[config.mk]
export PLATFORM = sky130hd
export DESIGN_NAME = adsr_envelope_db
export DESIGN_NICKNAME = d
export VERILOG_FILES = /design/src/rtl/core/adsr_db_pkg.sv /design/src/rtl/core/adsr_db_cfg.sv /design/src/rtl/core/adsr_db_step.sv /design/src/rtl/core/adsr_envelope_db.sv
export SDC_FILE = /design/constraint.sdc
export NUM_CORES = 1
export LEC_CHECK = 0
export CAP_MARGIN = 0
export CORE_MARGIN = 2
export CORE_UTILIZATION = 35
export DETAILED_ROUTE_END_ITERATION = 7
export DONT_BUFFER_PORTS = 1
export GPL_TIMING_DRIVEN = 0
export RECOVER_POWER = 25
export SKIP_CTS_REPAIR_TIMING = 1
export SLEW_MARGIN = 20
export SYNTH_ARGS = -nofsm -noshare
export SYNTH_HDL_FRONTEND = slang
export SYNTH_SLANG_ARGS = --single-unit
[constraint.sdc]
create_clock -name i_clk -period 5.8 [get_ports i_clk]
set_input_delay 1.16 -clock i_clk [delete_from_list [all_inputs] [get_ports i_clk]]
set_output_delay 1.16 -clock i_clk [all_outputs]
set_load 0.1 [all_outputs]
[src/rtl/core/adsr_db_pkg.sv]
// Shared types and constants for the centibel ADSR envelope block.
`default_nettype none

package adsr_db_pkg;

    // Fixed-point format and counter width
    localparam int COUNT_WIDTH     = 24;
    localparam int FRAC_BITS       = 16;
    localparam int CB_WIDTH        = 10;
    localparam int LEVEL_WIDTH     = CB_WIDTH + FRAC_BITS;
    localparam int RATE_WIDTH      = 26;
    localparam int CFG_INDEX_WIDTH = 3;
    localparam int CFG_DATA_WIDTH  = 26;

    // Envelope limits
    localparam int FULL_CB    = 960;
    localparam int MIN_ATTACK = 12;
    localparam logic [CB_WIDTH-1:0]    FULL_CB_VAL = CB_WIDTH'(FULL_CB);
    localparam logic [LEVEL_WIDTH-1:0] MAX_LEVEL   = {FULL_CB_VAL, {FRAC_BITS{1'b0}}};

    // Configuration register indexes
    localparam logic [CFG_INDEX_WIDTH-1:0] CFG_ATTACK_STEPS  = 3'd0;
    localparam logic [CFG_INDEX_WIDTH-1:0] CFG_ATTACK_RATE   = 3'd1;
    localparam logic [CFG_INDEX_WIDTH-1:0] CFG_DECAY_STEPS   = 3'd2;
    localparam logic [CFG_INDEX_WIDTH-1:0] CFG_DECAY_RATE    = 3'd3;
    localparam logic [CFG_INDEX_WIDTH-1:0] CFG_SUSTAIN_LEVEL = 3'd4;
    localparam logic [CFG_INDEX_WIDTH-1:0] CFG_RELEASE_STEPS = 3'd5;
    localparam logic [CFG_INDEX_WIDTH-1:0] CFG_RELEASE_RATE  = 3'd6;

    // Envelope phases
    typedef enum logic [2:0] {
        PH_ATTACK  = 3'd0,
        PH_DECAY   = 3'd1,
        PH_SUSTAIN = 3'd2,
        PH_RELEASE = 3'd3,
        PH_DONE    = 3'd4
    } t_phase;

    // Configuration register file contents
    typedef struct packed {
        logic [COUNT_WIDTH-1:0] attack_steps;
        logic [RATE_WIDTH-1:0]  attack_rate;
        logic [COUNT_WIDTH-1:0] decay_len;
        logic [RATE_WIDTH-1:0]  decay_inc;
        logic [CB_WIDTH-1:0]    sustain_level;
        logic [COUNT_WIDTH-1:0] release_len;
        logic [RATE_WIDTH-1:0]  release_inc;
    } t_cfg;

    // Envelope state carried from tick to tick
    typedef struct packed {
        t_phase                 phase;
        logic [COUNT_WIDTH-1:0] count;
        logic [LEVEL_WIDTH-1:0] level;
    } t_env_state;

    // Channel payloads
    typedef struct packed {
        logic note_on;
        logic note_off;
    } t_in_item;

    typedef struct packed {
        logic [LEVEL_WIDTH-1:0] attenuation;
        logic [2:0]             phase;
    } t_out_item;

endpackage

`default_nettype wire

[src/rtl/core/adsr_db_cfg.sv]
// Configuration register file for the envelope.
`default_nettype none

module adsr_db_cfg
    import adsr_db_pkg::*;
(
    input  wire logic                       i_clk,
    input  wire logic                       i_rst_n,
    input  wire logic                       i_cfg_we,
    input  wire logic [CFG_INDEX_WIDTH-1:0] i_cfg_index,
    input  wire logic [CFG_DATA_WIDTH-1:0]  i_cfg_data,
    output t_cfg                            o_cfg
);

    t_cfg r_cfg;

    // Decode the index and store the write, truncated to the register width
    always_ff @(posedge i_clk) begin
        if (!i_rst_n) begin
            r_cfg <= '0;
        end else if (i_cfg_we) begin
            unique case (i_cfg_index)
                CFG_ATTACK_STEPS:  r_cfg.attack_steps  <= i_cfg_data[COUNT_WIDTH-1:0];
                CFG_ATTACK_RATE:   r_cfg.attack_rate   <= i_cfg_data[RATE_WIDTH-1:0];
                CFG_DECAY_STEPS:   r_cfg.decay_len     <= i_cfg_data[COUNT_WIDTH-1:0];
                CFG_DECAY_RATE:    r_cfg.decay_inc     <= i_cfg_data[RATE_WIDTH-1:0];
                CFG_SUSTAIN_LEVEL: r_cfg.sustain_level <= i_cfg_data[CB_WIDTH-1:0];
                CFG_RELEASE_STEPS: r_cfg.release_len   <= i_cfg_data[COUNT_WIDTH-1:0];
                CFG_RELEASE_RATE:  r_cfg.release_inc   <= i_cfg_data[RATE_WIDTH-1:0];
                default: begin
                end
            endcase
        end
    end

    assign o_cfg = r_cfg;

endmodule

`default_nettype wire

[src/rtl/core/adsr_db_step.sv]
// One-tick envelope update: note handling, phase sequencing and level arithmetic.
`default_nettype none

module adsr_db_step
    import adsr_db_pkg::*;
(
    input  wire t_cfg       i_cfg,
    input  wire t_env_state i_state,
    input  wire t_in_item   i_item,
    output t_env_state      o_state
);

    t_env_state             s_entry;
    logic [COUNT_WIDTH-1:0] s_limit;
    logic                   s_active;
    logic                   s_run;
    logic [COUNT_WIDTH-1:0] s_count_step;
    logic                   s_phase_end;
    logic [CB_WIDTH-1:0]    s_sustain_sat;
    logic [LEVEL_WIDTH-1:0] s_target;
    logic [LEVEL_WIDTH:0]   s_sum_decay;
    logic [LEVEL_WIDTH:0]   s_sum_release;
    logic [LEVEL_WIDTH-1:0] n_level;
    t_phase                 n_phase;

    // Apply note-on first, then note-off
    always_comb begin
        s_entry = i_state;
        if (i_item.note_on) begin
            s_entry.count = '0;
            if (i_cfg.attack_steps < COUNT_WIDTH'(MIN_ATTACK)) begin
                s_entry.level = '0;
                s_entry.phase = PH_DECAY;
            end else begin
                s_entry.level = MAX_LEVEL;
                s_entry.phase = PH_ATTACK;
            end
        end
        if (i_item.note_off) begin
            s_entry.phase = PH_RELEASE;
            s_entry.count = '0;
        end
    end

    // Pick the step limit of the timed phases and advance the tick counter
    always_comb begin
        unique case (s_entry.phase)
            PH_ATTACK: begin
                s_limit  = i_cfg.attack_steps;
                s_active = 1'b1;
            end
            PH_DECAY: begin
                s_limit  = i_cfg.decay_len;
                s_active = 1'b1;
            end
            PH_RELEASE: begin
                s_limit  = i_cfg.release_len;
                s_active = 1'b1;
            end
            default: begin
                s_limit  = '0;
                s_active = 1'b0;
            end
        endcase
        s_run        = s_active && (s_entry.count < s_limit);
        s_count_step = s_run ? s_entry.count + COUNT_WIDTH'(1) : s_entry.count;
        s_phase_end  = s_active && (s_count_step >= s_limit);
    end

    // Saturate the sustain level to full scale
    assign s_sustain_sat = (i_cfg.sustain_level > FULL_CB_VAL) ? FULL_CB_VAL
                                                                : i_cfg.sustain_level;
    assign s_target      = {s_sustain_sat, {FRAC_BITS{1'b0}}};
    assign s_sum_decay   = {1'b0, s_entry.level} + {1'b0, i_cfg.decay_inc};
    assign s_sum_release = {1'b0, s_entry.level} + {1'b0, i_cfg.release_inc};

    // Move the level by the phase's rate, saturating at the phase's bound
    always_comb begin
        n_level = s_entry.level;
        if (s_run) begin
            case (s_entry.phase)
                PH_ATTACK: begin
                    n_level = (i_cfg.attack_rate >= s_entry.level) ? '0
                            : s_entry.level - i_cfg.attack_rate;
                end
                PH_DECAY: begin
                    if (s_entry.level < s_target) begin
                        n_level = (s_sum_decay >= {1'b0, s_target}) ? s_target
                                : s_sum_decay[LEVEL_WIDTH-1:0];
                    end
                end
                PH_RELEASE: begin
                    if (s_entry.level >= MAX_LEVEL
                        || s_sum_release >= {1'b0, MAX_LEVEL}) begin
                        n_level = MAX_LEVEL;
                    end else begin
                        n_level = s_sum_release[LEVEL_WIDTH-1:0];
                    end
                end
                default: begin
                    n_level = s_entry.level;
                end
            endcase
        end
    end

    // Next phase
    always_comb begin
        unique case (s_entry.phase)
            PH_ATTACK:  n_phase = s_phase_end ? PH_DECAY   : PH_ATTACK;
            PH_DECAY:   n_phase = s_phase_end ? PH_SUSTAIN : PH_DECAY;
            PH_RELEASE: n_phase = s_phase_end ? PH_DONE    : PH_RELEASE;
            PH_SUSTAIN: n_phase = PH_SUSTAIN;
            PH_DONE:    n_phase = PH_DONE;
            default:    n_phase = PH_DONE;
        endcase
    end

    // Collect the updated state
    always_comb begin
        o_state.phase = n_phase;
        o_state.count = s_phase_end ? '0 : s_count_step;
        o_state.level = n_level;
    end

endmodule

`default_nettype wire

[src/rtl/core/adsr_envelope_db.sv]
// Top level of the centibel ADSR envelope: handshake pipeline and envelope state.
`default_nettype none

// ADSR volume envelope, one update per sample tick.
// Input channel (i_in_valid / o_in_ready / i_in): one transfer per sample tick,
// carrying note_on and note_off. Output channel (o_out_valid / i_out_ready /
// o_out): one result per tick, the attenuation in Q10.16 centibels after the
// update and the phase it ended in.
// Configuration: write i_cfg_data to register i_cfg_index with i_cfg_we high,
// only while no tick is in flight; there is no read-back.
// Path: a transferred tick lands in the input register; once the output register
// is free it is updated and loaded there, and its result is offered on o_out.
// Throughput is one tick per cycle while i_out_ready is high; the state update
// (one rate add and one bound compare on the level register) is combinational.
// Reset: envelope goes to done at 960 cB, configuration registers to zero, both
// pipeline stages empty.
// Stall: while i_out_ready is low the result holds; the input register still
// takes one more tick, then o_in_ready drops until the result is taken.
module adsr_envelope_db
    import adsr_db_pkg::*;
(
    input  wire logic                       i_clk,
    input  wire logic                       i_rst_n,
    input  wire logic                       i_in_valid,
    output logic                            o_in_ready,
    input  wire t_in_item                   i_in,
    output logic                            o_out_valid,
    input  wire logic                       i_out_ready,
    output t_out_item                       o_out,
    input  wire logic                       i_cfg_we,
    input  wire logic [CFG_INDEX_WIDTH-1:0] i_cfg_index,
    input  wire logic [CFG_DATA_WIDTH-1:0]  i_cfg_data
);

    t_cfg       s_cfg;
    t_env_state r_state;
    t_env_state n_state;
    logic       r_in_valid;
    t_in_item   r_in;
    logic       r_out_valid;
    t_out_item  r_out;
    logic       s_out_free;
    logic       s_advance;

    adsr_db_cfg u_cfg (
        .i_clk       (i_clk),
        .i_rst_n     (i_rst_n),
        .i_cfg_we    (i_cfg_we),
        .i_cfg_index (i_cfg_index),
        .i_cfg_data  (i_cfg_data),
        .o_cfg       (s_cfg)
    );

    adsr_db_step u_step (
        .i_cfg   (s_cfg),
        .i_state (r_state),
        .i_item  (r_in),
        .o_state (n_state)
    );

    // Move the held tick forward whenever the output register can take it
    assign s_out_free = !r_out_valid || i_out_ready;
    assign s_advance  = r_in_valid && s_out_free;
    assign o_in_ready = !r_in_valid || s_out_free;

    // Input register
    always_ff @(posedge i_clk) begin
        if (!i_rst_n) begin
            r_in_valid <= 1'b0;
        end else if (o_in_ready) begin
            r_in_valid <= i_in_valid;
        end
    end

    always_ff @(posedge i_clk) begin
        if (o_in_ready && i_in_valid) begin
            r_in <= i_in;
        end
    end

    // Envelope state, updated once per tick
    always_ff @(posedge i_clk) begin
        if (!i_rst_n) begin
            r_state.phase <= PH_DONE;
            r_state.count <= '0;
            r_state.level <= MAX_LEVEL;
        end else if (s_advance) begin
            r_state <= n_state;
        end
    end

    // Output register
    always_ff @(posedge i_clk) begin
        if (!i_rst_n) begin
            r_out_valid <= 1'b0;
        end else if (s_out_free) begin
            r_out_valid <= r_in_valid;
        end
    end

    always_ff @(posedge i_clk) begin
        if (s_advance) begin
            r_out.attenuation <= n_state.level;
            r_out.phase       <= 3'(n_state.phase);
        end
    end

    assign o_out_valid = r_out_valid;
    assign o_out       = r_out;

    // The level never leaves the 0 .. 960 cB range
    a_level_range: assert property (@(posedge i_clk) disable iff (!i_rst_n)
        r_state.level <= MAX_LEVEL)
        else $error("envelope level above full scale");

    // A result offered downstream carries a level in range
    a_out_range: assert property (@(posedge i_clk) disable iff (!i_rst_n)
        r_out_valid |-> r_out.attenuation <= MAX_LEVEL)
        else $error("result attenuation above full scale");

    // State only changes when a tick moves to the output register
    a_state_hold: assert property (@(posedge i_clk) disable iff (!i_rst_n)
        !s_advance |=> $stable(r_state))
        else $error("envelope state changed without a tick");

    // An empty input register always takes a transfer
    a_ready_empty: assert property (@(posedge i_clk) disable iff (!i_rst_n)
        !r_in_valid |-> o_in_ready)
        else $error("input stalled while empty");

    // A transferred tick is held in the input register next cycle
    a_in_load: assert property (@(posedge i_clk) disable iff (!i_rst_n)
        (i_in_valid && o_in_ready) |=> r_in_valid)
        else $error("accepted tick lost");

endmodule

`default_nettype wire
# After elaboration in Yosys (flattened, before gate mapping)
# Cells that the tools add are included.
# Widths: inputs -> output; s select.
# word_totals
reg_bits,246
output_inout_bits,31
word_cells,76
# op_classes
add_sub_neg,4
n_eq_ne,9
order_cmp,9
n_reduce_logical,19
n_mux,19
# op_table
cell,n
$mux 26,6
$pmux 26 s3,1
$pmux 24 s3,1
$add 26x26->27,2
$mux 53,1
$mux 24,2
$ge 27x26->1,1
$ge 27x26->1 const B,1
$mux 27,1
$ge 26x26->1,1
$ge 26x26->1 const B,1
$lt 26x26->1,1
$sub 26x26->26,1
$add 24x1->24 const B,1
$ge 24x24->1,1
$lt 24x24->1,1
$lt 24x4->1 const B,1
$reduce_and 2->1,7
$eq 3x2->1 const B,4
$pmux 3 s4,1
$gt 10x10->1 const B,1
$mux 10,1
$eq 3x3->1 const B,3
$eq 3x1->1 const B,2
8 further kinds,17

# Logic depth before layout (Yosys ltp)
# Gate-level depths: netlist (run 1).
# logic_depth
ltp_word,13
ltp_mapped,30
ltp_nobuf,27

# By module
# From an unflattened synthesis (run 1), not the netlist that was laid out.
# hier_totals
cells_unflattened,2018
area_unflattened_um2,17239.0
# modules_own_cells
mod,area_each_um2,cells_per_inst,n_inst
adsr_db_step,8261.7,1194,1
adsr_db_cfg,5853.1,553,1
adsr_envelope_db,3124.2,271,1

# Worst setup path before layout (run 1)
# No wires, ideal clock.
# synth_timing
kind,reg2reg
from,"register u_cfg.r_cfg, in the netlist u_cfg.o_cfg[141]"
to,register r_state[46] in the netlist's numbering
path_stages_with_launch,27
setup_ns,0.092
t_required_ns,5.708
setup_slack_ns,-0.233
arrival_ns,5.940
n_path_buf,4
path_cell_list,dfxtp_1 or4_1 a2111oi_4 nand2_1 a21oi_2 clkbuf_1 a222oi_1 ha_1 a21o_1 a21o_1 a21o_1 a211oi_1 o31a_1 o21ba_2 buf_4 buf_2 nand3_1 xnor2_1 ha_1 or4_1 o21a_1 o31ai_1 o21ai_1 a311oi_1 clkbuf_1 a21oi_1 o32ai_1
# synth_between
elab_chain_len,12
word_cells_on_any_way,16
cone_classes,order compare: 3; eq/ne: 2; mux: 7; reduce/logical: 4
# synth_lines
item,line_no,text
from (decl),adsr_db_cfg.sv:15,t_cfg r_cfg;
$lt 24x4->1,adsr_db_step.sv:31,if (i_cfg.attack_steps < COUNT_WIDTH'(MIN_ATTACK)) begin
$mux 1,adsr_db_step.sv:31,
$mux 53,adsr_db_step.sv:29,if (i_item.note_on) begin
$mux 27,adsr_db_step.sv:39,if (i_item.note_off) begin
"$eq 3x2->1, or another cell as far along",adsr_db_step.sv:47,unique case (s_entry.phase)
$pmux 24 s3 or $reduce_or 3->1 (tied branches),n/a,
$lt 24x24->1 or $mux 1 (tied branches),"adsr_db_step.sv:65, adsr_db_step.sv:47",
$logic_and 1x1->1,adsr_db_step.sv:65,s_run = s_active && (s_entry.count < s_limit);
$mux 24,adsr_db_step.sv:66,s_count_step = s_run ? s_entry.count + COUNT_WIDTH'(1) : s_entry.count;
$ge 24x24->1,adsr_db_step.sv:67,s_phase_end = s_active && (s_count_step >= s_limit);
$logic_and 1x1->1,adsr_db_step.sv:67,
$mux 24 (*),adsr_db_step.sv:122,o_state.count = s_phase_end ? '0 : s_count_step;
to (signal assigned),adsr_envelope_db.sv:88,r_state <= n_state;
to (decl),adsr_envelope_db.sv:36,t_env_state r_state;
# Every way passes the cells marked *; elsewhere a longest branch is shown, timed or not.
# A chain may end at the register's enable or synchronous reset.

# Final worst setup path (run 1)
# layout_timing
from,"register u_cfg.r_cfg, in the netlist u_cfg.o_cfg[144]"
to,register r_state[46] in the netlist's numbering
# Same word-level chain as after synthesis.

==> results of run 1 <==
layout by cell type, fill, tap and decap left out, types with 31 or more instances in the layout:
master,n
inv_1,76
clkbuf_16,33
o21ai_0,66
nor2_1,117
ha_1,129
a21o_1,38
nand3_1,62
xnor2_1,53
a21oi_1,78
clkbuf_1,79
buf_4,61
nand2_1,438
edfxtp_1,31
a21boi_0,165
dfxtp_1,214
cells by family after synthesis:
family | Yosys count
AND/OR/NAND/NOR | 830
AO/OA/AOI/OAI | 644
flip-flops | 246
buffers and inverters | 181
adder cells (fa/ha/maj) | 148
XOR/XNOR | 76
multiplexers | 12
critical path: stages, from the launching register on:
cell and delay (ns):
dfxtp_2 0.33, or4_4 0.55, a2111oi_4 0.31, buf_6 0.19
a211oi_4 0.07, buf_6 0.16, buf_4 0.15, a222oi_1 0.66
ha_1 0.22, nand2_1 0.09, or3_4 0.43, nor3_2 0.24
o21ai_2 0.13, o21ba_4 0.26, buf_12 0.14, nand4_1 0.10
xor2_1 0.15, nor2_1 0.09, ha_2 0.25, or4_1 0.51
o21a_1 0.25, o31ai_4 0.28, o21ai_4 0.14, a311oi_4 0.42
buf_6 0.20, a21oi_2 0.06, o32ai_1 0.14
layer usage:
metal  share of wire [%]  vias up
met5                   0        -
met4                 4.6        0
met3                 8.1      149
met2                  44      742
met1                  43     7988
li1                    -     7941
registers in the layout, summed over array words and instances, names as in the netlist:
signal / flops
u_cfg.o_cfg: 160
r_in_valid: 1
r_state: 53
o_out_valid: 1
o_out: 29
r_in: 2
worst max path at each step:
stage,to,startpoint,cells after the start,slack (ns)
4_1_cts,o_out[4],r_in[1],22,-2.62
5_1_grt,r_state[41],u_cfg.o_cfg[144],29,-0.97
3_5_place_dp,o_out[4],r_in[1],22,-2.56
2_1_floorplan,r_state[46],u_cfg.o_cfg[141],26,0.01
3_3_place_gp,o_out[4],r_in[1],22,-2.61
6_report,r_state[46],u_cfg.o_cfg[144],26,-0.82
power by group:
part / internal, mW / leakage (nW) / switching, mW
Combinational: 0.528 / 5.16 / 0.851
Clock: 1.08 / 0.467 / 0.806
Sequential: 1.81 / 2.04 / 0.207
layout make-up:
cell class                 instances  share of cell area, %
buffer                            99                   2.57
clock buffer                      45                   4.27
clock inverter                     9                  0.449
inverter                          79                   1.47
multi-input combinational       1710                   58.6
sequential                       246                   25.7
tap                              615                   3.78
timing repair buffer              72                   3.15
==> out/metrics.cfg, run 1 <==
[status]
status=complete, but fails checks
failed_checks=setup timing

[global_routing]
grt_pass1_vias=15400
grt.met1_usage_pct=32.9
overflow=0
grt_max_degree=39
antenna_found_initial=0
use_met2_pct=39.4
grt_pass1_wl_um=94100
gr-usage-all-layers_pct=24.5
globalRoute.busiestLayer=met2
use_met3_pct=3.92

[worst_setup_path]
cp.required_ns=6.31
r2r_slack_ns=-0.82
end_kind=flip-flop
r2r-end=r_state[46]
worstSetupPathType=flip-flop to flip-flop
crit_path_start_kind=flip-flop
reg2reg_depth=26
critPathArrivalTime_ns=7.13
timing.rr.start=u_cfg.o_cfg[144]
path_max_fanout=9

[worst_hold_path]
hold_depth=2
min_to=r_state[14]
min_path_type=flip-flop to flip-flop
holdCritStartpoint=r_state[14]

[placed_design]
portBuffers=0
gp_congestion=0.976
pre_cts_ws_ns=-2.56
dp.cells=2752
dpl.hpwl_um=49800
placed_cell_area_mm2=0.0178

[logic_synthesis]
yosys-top-cells-count=nand2_1, dfxtp_1, a21boi_0, ha_1, nor2_1
synth-compound-area-share_pct=27.5
post-synth-top-area-cell=dfxtp_1
synth-xor-area-share_pct=4.02
seq_area_frac_synth_pct=30.7
synthAdderAreaFrac_pct=11.0
synth_cell_type_count=93
synthesis.area_mm2=0.0170
yosys.area_share.simple_pct=21.8
synth_edf_count=31
syn_avg_cell_area_um2=7.97
synthCells=2137
synth.most_common_cell=nand2_1
ys.flop_type=dfxtp_1
async_flop_share_pct=0
synth.top_cell.area_share_pct=25.3
synthesis.nets=2321
synth.area.mux_share_pct=0.720
ys_top_cells_by_area=dfxtp_1, ha_1, nand2_1
ys_warn_count=0
synth_top_family_by_area=compound AO/OA/AOI/OAI gates
synth-seq-cells=246

[timing]
finalHoldWorstSlack_ns=0.451
worst_pin_slew_ns=1.19
fmax_ghz=0.151
hold_violations=0
setup_tns_ns=-20.43
finalMaxSlewViolations=0
timing.slew.headroom_pct=20.5
min_period_ns=6.62
finClkSkew_ns=0.0167
timing.final.ws_setup_ns=-0.821
finalCritPeriodShare_pct=114
rsz0062_at_grt=yes
setup_viol=30

[cts]
cts.sinks=246
cts_tree=done
path_clk_slew_ns=0.06
cts.htree.levels=1
cts_root_buf=clkbuf_16
clockBufferDepth=3
cts_buffers=29
insertion_delay_ns=0.60

[die]
rows=80
ios=67
fp.dieH_um=225
core_mm2=0.0478
initial_utilization_pct=35.6
die_area_mm2=0.0504
die_width_um=225

[detailed_routing]
post-route-drc-count=0
totalWireLength_um=65000
firstDrtPassIters=6
wl_per_cell_um=22.6
ant_nets=0
vias_per_cell=5.85
vias=16800
drtIter0Drc=1682

[cells_and_area]
final_util_pct=42.6
final_cell_area_mm2=0.0204
nFillCells=4805
nets=2421
stdcell_count=2875
multi_input_area_mm2=0.0119
ff_latch_area_mm2=0.00524
n_antenna_cell=0
area_growth_pct=19.5
drive_gt1_share_pct=13.0

[power]
cellLeakagePower_nw=7.67
power_density_mw_per_mm2=259
power.total_mw=5.28
ir_worst_vdd_mv=0.226

[run]
maxCapViolations=0

Power figures use the tool's default switching activity.
==> run 2: changes to the inputs <==
--- a/config.mk
+++ b/config.mk
@@ -11,6 +11,7 @@
 export DETAILED_ROUTE_END_ITERATION = 7
 export DONT_BUFFER_PORTS = 1
 export GPL_TIMING_DRIVEN = 0
+export PLACE_DENSITY = 0.49
 export RECOVER_POWER = 25
 export SKIP_CTS_REPAIR_TIMING = 1
 export SLEW_MARGIN = 20
==> constraint.sdc (replaced) <==
create_clock -name i_clk -period 6.2 [get_ports i_clk]
set_input_delay 1.24 -clock i_clk [delete_from_list [all_inputs] [get_ports i_clk]]
set_output_delay 1.24 -clock i_clk [all_outputs]
set_load 0.1 [all_outputs]
==> run 2 against run 1 <==
Against the previous run: the flow still finishes with violations (setup timing); via count decreased by 2.6%; highest routed layer unchanged; largest power group unchanged; register-to-register slack better by 0.44 ns; total power is 6.0% lower; critical endpoint unchanged; sequential share of layout area rose by 0.37 points.
==> out/metrics.cfg, run 2 (synthesized netlist as in run 1, its figures left out) <==
[status]
status=complete, but fails checks  ; unchanged
failed_checks=setup timing  ; unchanged

[worst_setup_path]
r2r_slack_ns=-0.39  ; was -0.82 ns
critPathArrivalTime_ns=7.07  ; was 7.13 ns
cp.required_ns=6.68  ; was 6.31 ns
slowest_delay_ns=0.56  ; was 0.66 ns
cpMostUsedCell=a21o_1  ; was buf_6
crit_path_start_kind=flip-flop  ; unchanged
reg2reg_depth=31  ; was 26
critPathSlowestCell=or4_4  ; was a222oi_1
end_kind=flip-flop  ; unchanged
path_max_fanout=7  ; was 9
timing.rr.start=u_cfg.o_cfg[144]  ; unchanged
worstSetupPathType=flip-flop to flip-flop  ; unchanged
r2r-end=r_state[46]  ; unchanged

[detailed_routing]
post-route-drc-count=0  ; unchanged
vias_per_cell=5.70  ; was 5.85
drtIter0Drc=1438  ; was 1682
firstDrtPassIters=8  ; was 6
totalWireLength_um=67700  ; was 65000 µm
vias=16400  ; was 16.8k
wl_per_cell_um=23.5  ; was 22.6 µm
ant_nets=0  ; unchanged

[cts]
insertion_delay_ns=0.59  ; was 0.60 ns
cts.sinks=246  ; unchanged
cts_tree=done  ; unchanged
cts_root_buf=clkbuf_16  ; unchanged
cts.htree.levels=1  ; unchanged
path_clk_slew_ns=0.06  ; about the same
cts_buffers=30  ; was 29
clockBufferDepth=3  ; unchanged

[timing]
finalHoldWorstSlack_ns=0.454  ; was 0.451 ns
finClkSkew_ns=0.0267  ; was 0.0167 ns
hold_violations=0  ; unchanged
finalCritPeriodShare_pct=106  ; was 114%
timing.final.ws_setup_ns=-0.385  ; was -0.821 ns
timing.slew.headroom_pct=33.0  ; was 20.5%
fmax_ghz=0.152  ; was 0.151 GHz
rsz0062_at_grt=yes  ; unchanged
worst_pin_slew_ns=1.00  ; was 1.19 ns
finalMaxSlewViolations=0  ; unchanged
setup_viol=30  ; unchanged
min_period_ns=6.59  ; was 6.62 ns

[worst_hold_path]
min_path_type=flip-flop to flip-flop  ; unchanged
hold_depth=2  ; unchanged
holdCritStartpoint=r_state[21]  ; was r_state[14]
min_to=r_state[21]  ; was r_state[14]

[cells_and_area]
stdcell_count=2874  ; was 2875
nFillCells=4885  ; was 4805
multi_input_area_mm2=0.0117  ; was 0.0119 mm²
final_common_cell=nand2_1  ; unchanged
final_cell_mix=nand2_1, dfxtp_1, a21boi_0, ha_1, nor2_1  ; unchanged
largest_reg_flops=160  ; unchanged
nets=2423  ; was 2421
area_growth_pct=17.8  ; was 19.5%
final_cell_area_mm2=0.0201  ; was 0.0204 mm²
ff_latch_area_mm2=0.00524  ; unchanged
n_antenna_cell=0  ; unchanged
drive_gt1_share_pct=11.6  ; was 13.0%

[die]
die_area_mm2=0.0504  ; unchanged
initial_utilization_pct=35.6  ; unchanged
die_width_um=225  ; unchanged
ios=67  ; unchanged
rows=80  ; unchanged
fp.dieH_um=225  ; unchanged
core_mm2=0.0478  ; unchanged

[placed_design]
pre_cts_ws_ns=-2.59  ; was -2.56 ns
portBuffers=0  ; unchanged
gp_congestion=0.945  ; was 0.976
dp.cells=2752  ; unchanged
dpl.hpwl_um=52500  ; was 49800 µm
placed_cell_area_mm2=0.0178  ; about the same

[global_routing]
grt_max_degree=39  ; unchanged
overflow=0  ; unchanged
grt_pass1_wl_um=97900  ; was 94100 µm
grt_pass1_vias=15300  ; was 15.4k
gr-usage-all-layers_pct=25.8  ; was 24.5%
antenna_found_initial=0  ; unchanged

[power]
cellLeakagePower_nw=7.63  ; was 7.67 nW
power_density_mw_per_mm2=247  ; was 259 mW/mm²
ir_worst_vdd_mv=0.225  ; was 0.226 mV
power.total_mw=4.96  ; was 5.28 mW

[run]
maxCapViolations=0  ; unchanged

## run 2: cell type report
class | count | share of cell area, %
tap | 615 | 3.83
sequential | 246 | 26.1
clock buffer | 43 | 4.24
inverter | 79 | 1.48
clock inverter | 9 | 0.692
timing repair buffer | 72 | 2.94
multi-input combinational | 1710 | 58.2
buffer | 100 | 2.51
## run 2: per-stage QoR
step | utilization (%) | setup TNS, ns
after global routing | 41.9 | -13.87
after floorplan | - | 0
after CTS | 39.3 | -172.56
after detailed placement | 37.2 | -168.63
after global placement | 37.2 | -167.37
final | 41.9 | -7.88
## run 2: worst max-delay path by stage
| stage | start | endpoint | cells after the start |
|---|---|---|---|
| 2_1_floorplan | u_cfg.o_cfg[141] | r_state[46] | 26 |
| 3_3_place_gp | r_in[1] | o_out[4] | 22 |
| 3_5_place_dp | r_in[1] | o_out[4] | 22 |
| 4_1_cts | r_in[1] | o_out[4] | 22 |
| 5_1_grt | u_cfg.o_cfg[144] | r_state[48] | 28 |
| 6_report | u_cfg.o_cfg[144] | r_state[46] | 31 |
## run 2: where the power goes
part           leakage (nW)  switching [mW]  total (mW)  internal (mW)
registers              2.04           0.192        1.89           1.69
logic                  5.11           0.799        1.27          0.476
clock network         0.486           0.728        1.80           1.07
total                  7.63            1.72        4.96           3.24
## run 2: layer usage
| metal | up-vias | share of wire, % | global-route usage [%] | routed length [µm] |
|---|---|---|---|---|
| met3 | 93 | 6.0 | 3.58 | 4090 |
| li1 | 7946 | - | - | - |
| met2 | 486 | 46 | 42.9 | 31100 |
| met1 | 7859 | 45 | 34.9 | 30300 |
| met4 | 0 | 3.2 | 7.56 | 2140 |
| met5 | - | 0 | 0 | 0 |
## run 2: worst max-delay path, delay by kind of cell, from the launching register on
kind	cells	cell delay, ns
adders and majority gates	2	0.52
AOI/OAI and AO/OA	17	3.29
DFF	1	0.33
and+or+nand+nor	5	1.05
buffers and inverters	6	1.08
xor gates and xnor gates	1	0.15
